===== src/wtd_pkg.sv =====
// Package for the word tokenizer with frequency dictionary.
// Holds payload structs, sizing constants and the character helpers.
// No dependencies.
package wtd_pkg;

  localparam int NumEntriesDef = 256;
  localparam int MaxWordLenDef = 16;
  localparam logic [7:0]  Apostrophe = 8'h27;
  localparam logic [31:0] CountMax   = 32'hFFFF_FFFF;

  typedef struct packed {
    logic [7:0] char_byte;
    logic       end_of_text;
  } in_word_t;

  typedef struct packed {
    logic [7:0]  token_id;
    logic        is_new;
    logic [31:0] word_count;
    logic        table_full;
    logic [8:0]  entries_used;
  } out_word_t;

  function automatic logic is_word_char(input logic [7:0] c);
    is_word_char = (c >= 8'h61 && c <= 8'h7a) || (c >= 8'h41 && c <= 8'h5a) ||
                   (c >= 8'h30 && c <= 8'h39) || (c == Apostrophe);
  endfunction

  function automatic logic [7:0] to_lower(input logic [7:0] c);
    to_lower = (c >= 8'h41 && c <= 8'h5a) ? c + 8'd32 : c;
  endfunction

endpackage


===== src/wtd_cell.sv =====
// One dictionary cell: holds one stored word and its count.
// A search token passes from cell to cell, one cell per cycle.
// Depends on wtd_pkg.
module wtd_cell
  import wtd_pkg::*;
#(
  parameter int MaxWordLen = MaxWordLenDef,
  parameter int LenW       = $clog2(MaxWordLen + 1)
) (
  input  logic                       clk,
  input  logic                       rst_n,
  input  logic                       clear_i,
  input  logic [MaxWordLen-1:0][7:0] word_i,
  input  logic [LenW-1:0]            len_i,
  input  logic                       tok_i,
  output logic                       tok_o,
  output logic                       hit_o,
  output logic                       free_o,
  output logic [31:0]                count_o
);

  logic                       used_r;
  logic [MaxWordLen-1:0][7:0] chars_r;
  logic [LenW-1:0]            len_r;
  logic [31:0]                count_r;
  logic                       match;
  logic                       tok_r;

  always_comb begin
    match = used_r && (len_r == len_i);
    for (int k = 0; k < MaxWordLen; k++) begin
      if (k < len_i && chars_r[k] != word_i[k]) match = 1'b0;
    end
  end

  // The token stops at the first hit or at the first free cell.
  assign hit_o   = tok_i && match;
  assign free_o  = tok_i && !used_r;
  assign count_o = hit_o ? ((count_r == CountMax) ? count_r : count_r + 32'd1) : 32'd1;

  always_ff @(posedge clk) begin
    if (!rst_n || clear_i) begin
      tok_r <= 1'b0;
    end else begin
      tok_r <= tok_i && used_r && !match;
    end
    if (!rst_n) begin
      used_r <= 1'b0;
    end else if (free_o) begin
      used_r <= 1'b1;
    end
    if (free_o) begin
      chars_r <= word_i;
      len_r   <= len_i;
      count_r <= 32'd1;
    end else if (hit_o) begin
      count_r <= count_o;
    end
  end

  assign tok_o = tok_r;

endmodule


===== config.mk =====
export PLATFORM = sky130hd
export DESIGN_NAME = wtd_cell
export DESIGN_NICKNAME = d
export VERILOG_FILES = /design/src/wtd_pkg.sv /design/src/wtd_cell.sv
export SDC_FILE = /design/constraint.sdc
export NUM_CORES = 1
export LEC_CHECK = 0
export BUFFER_PORTS_ARGS = -buffer_cell sky130_fd_sc_hd__buf_2
export CORE_ASPECT_RATIO = 1.25
export CORE_UTILIZATION = 60
export DETAILED_ROUTE_END_ITERATION = 7
export PLACE_DENSITY_LB_ADDON = 0.2
export SKIP_LAST_GASP = 1
export SYNTH_ARGS = -nofsm -noshare
export SYNTH_HDL_FRONTEND = slang
export SYNTH_SLANG_ARGS = --single-unit

===== constraint.sdc =====
create_clock -name clk -period 9.72 [get_ports clk]
set_input_delay 0.486 -clock clk [delete_from_list [all_inputs] [get_ports clk]]
set_output_delay 0.486 -clock clk [all_outputs]
set_load 0.1 [all_outputs]

==> flow_summary.toml <==
[grt]
grt.total_usage_pct = 27.6
grt_pass1_wl_um = 30900
grt_pass1_vias = 6357
grt_max_degree = 77
antenna_found_initial = 1
grt_overflow_total = 0

[sta]
slew_viol_final = 0
fin_crit_sh_pct = 41.0
rsz0062_at_grt = "no"
fmax_mhz = 251
min_period_ps = 3990
hold_viol_final = 0
tightest_slew_ps = 1070
finalSetupTns_ps = 0
slew_headroom_pct = 28.4
skew_ps = 13.2
whs_ps = 261
finalSetupViolCount = 0

[synth]
synth_edf_count = 133
synth-xor-area-share_pct = 17.0
synthCells = 710
synth-compound-area-share_pct = 8.83
yosys-top-cells-area = "edfxtp_1, xor2_1, dfxtp_1"
synth_top_family_by_area = "XOR/XNOR gates"
yosys_warnings = 0
yosysTopAreaCellShare_pct = 47.6
synth_seq_cells = 167
yosysMostFrequentCell = "edfxtp_1"
synth_mux_area_share_pct = 0.358
ys_seq_area_share_pct = 55.7
yosys.area.top_type = "edfxtp_1"
synth_cell_type_count = 55
yosys.area_share.adder_pct = 0.149
synthSimpleGateAreaFrac_pct = 15.6
ys_dominant_reg_cell = "edfxtp_1"
syn_nets = 848
async_flop_share_pct = 0
synth_area_mm2 = 0.00839
postSynthAreaPerCell_um2 = 11.8
synth_common_cells = "edfxtp_1, xor2_1, xnor2_1"

[placement]
hpwl_um = 13700
port-buffer-count = 171
finalWeightedCongestion = 0.859

[power_and_ir_drop]
net-switching-power_w = 0.000383
swShare_pct = 24.3
ir_drop_uv = 121
power_frac_comb_pct = 8.6
power_density_mw_per_mm2 = 160
clkPwrFrac_pct = 39.3
p_int_w = 0.00120
p_seq_share_pct = 52.1
leakage_nw = 3.61

[worst_setup_path]
worstPathArrival_ps = 3500
cp.required_ps = 9230
crit_type = "flip-flop to primary output"
worst_setup_path_start_kind = "flip-flop"
cp-end-kind = "primary output"
crit_fanout = 32

[cts]
root_buffer = "clkbuf_16"
cts_sinks = 167
cts_resized = 0
clkTransAtPathRegs_ps = 70
htreeDepth = 4
ctsHoldBuffers = 0
clock_path_buffers = 2
cts_tree = "yes"
cts_setup_buffers = 0
clkLatencyLatePin_ps = 420
cts_buffers = 17

[die]
io-pin-count = 172
fp.dieArea_mm2 = 0.0145
die_y_um = 134
initial_utilization_pct = 62.3
fp-row-count = 47
die-width_um = 108
core_area_mm2 = 0.0135

[finish]
syn2layout_area_growth_pct = 17.7
fillers = 947
drive_gt1_share_pct = 25.2
final_nets = 1002

[hold_path]
hp-class = "primary input to flip-flop"

[route]
drt_iter0_markers = 390
firstDrtPassIters = 5
ant_nets = 0
vias = 6301
wl_um = 19200
wire_per_inst_um = 18.3
drc_errors = 0
via_per_inst = 6.01

[outcome]
outcome = "finished clean"

[flow_run]
cap_violations = 0
metrics by stage:
step	utilization (%)	cells	total power, W	setup WS, ps	cell area, um2
after floorplan	-	710	0.000917	4990	8390
after global placement	69.3	1016	0.000965	6140	9330
after detailed placement	69.3	1016	0.000975	6020	9330
after CTS	73.3	1047	0.00159	5750	9870
after global routing	73.3	1047	0.00163	5490	9870
final	73.3	1049	0.00158	5730	9870
path summary, 6_finish.rpt:
path                                  from                       end  slack (ps)  depth (start not counted)
setup reg to reg    chars_r[112]$_DFFE_PP_  count_r[23]$_SDFFE_PP0P_        6610                          8
hold reg to reg   count_r[25]$_SDFFE_PP0P_  count_r[25]$_SDFFE_PP0P_         510                          2
setup / recovery      chars_r[7]$_DFFE_PP_               count_o[22]        5730                          9
hold / removal                  word_i[87]     chars_r[87]$_DFFE_PP_         260                          1
worst max-delay path, stage by stage, from the launching register on:
cell and delay (ps):
edfxtp_1 410, xnor2_1 170, nand4_1 170, nor4_1 340
a31o_2 700, and4b_1 340, nand3_1 100, buf_4 260
nor2_1 160, buf_2 440
power groups by stage:
stage               Combinational, W  Clock (W)  Sequential [W]
floorplan                  0.0000761          0        0.000841
global placement            0.000127          0        0.000838
detailed placement          0.000135          0        0.000840
CTS                         0.000136   0.000629        0.000824
global route                0.000149   0.000657        0.000827
finish                      0.000136   0.000621        0.000824
layout by cell type, fill, tap and decap left out, types with 6 or more instances in the layout:
master       n
nand2_1     32
nor3_1      11
a21oi_1     12
buf_2      171
nand4_1     21
and3_1       7
inv_6        6
xor2_1     110
nor2_1      41
o41ai_1     30
clkbuf_16   17
nand3_1     37
o311ai_0    25
nor4_1      34
edfxtp_1   133
nand2b_1    28
dfxtp_1     34
xnor2_1     53
final cells by class:
| class | count | area, um2 | share of cell area (%) |
|---|---|---|---|
| Clock inverter | 14 | 114 | 1.15 |
| Inverter | 6 | 25.0 | 0.253 |
| Multi-Input combinational cell | 496 | 3520 | 35.7 |
| Tap cell | 171 | 214 | 2.17 |
| Clock buffer | 17 | 425 | 4.31 |
| Antenna cell | 2 | 5.00 | 0.0507 |
| Sequential cell | 167 | 4670 | 47.3 |
| Timing Repair Buffer | 176 | 893 | 9.05 |
kinds of logic after synthesis:
group,after synthesis
AND/OR/NAND/NOR,237
flip-flops,167
XOR/XNOR,163
AO/OA/AOI/OAI,92
buffers and inverters,47
multiplexers,3
adder cells (fa/ha/maj),1
registers in the layout, indices dropped and copies added (netlist names):
signal,cells
tok_o,1
len_r,5
count_r,32
used_r,1
chars_r,128
layer usage:
metal | part of all wire, % | global-route usage [%] | vias to the layer above
met2 | 53 | 49.9 | 227
met4 | 1.6 | 9.59 | 0
met1 | 39 | 32.5 | 3057
li1 | - | - | 2993
met5 | 0 | 0 | -
met3 | 6.2 | 5.30 | 24
Power figures use the tool's default switching activity.
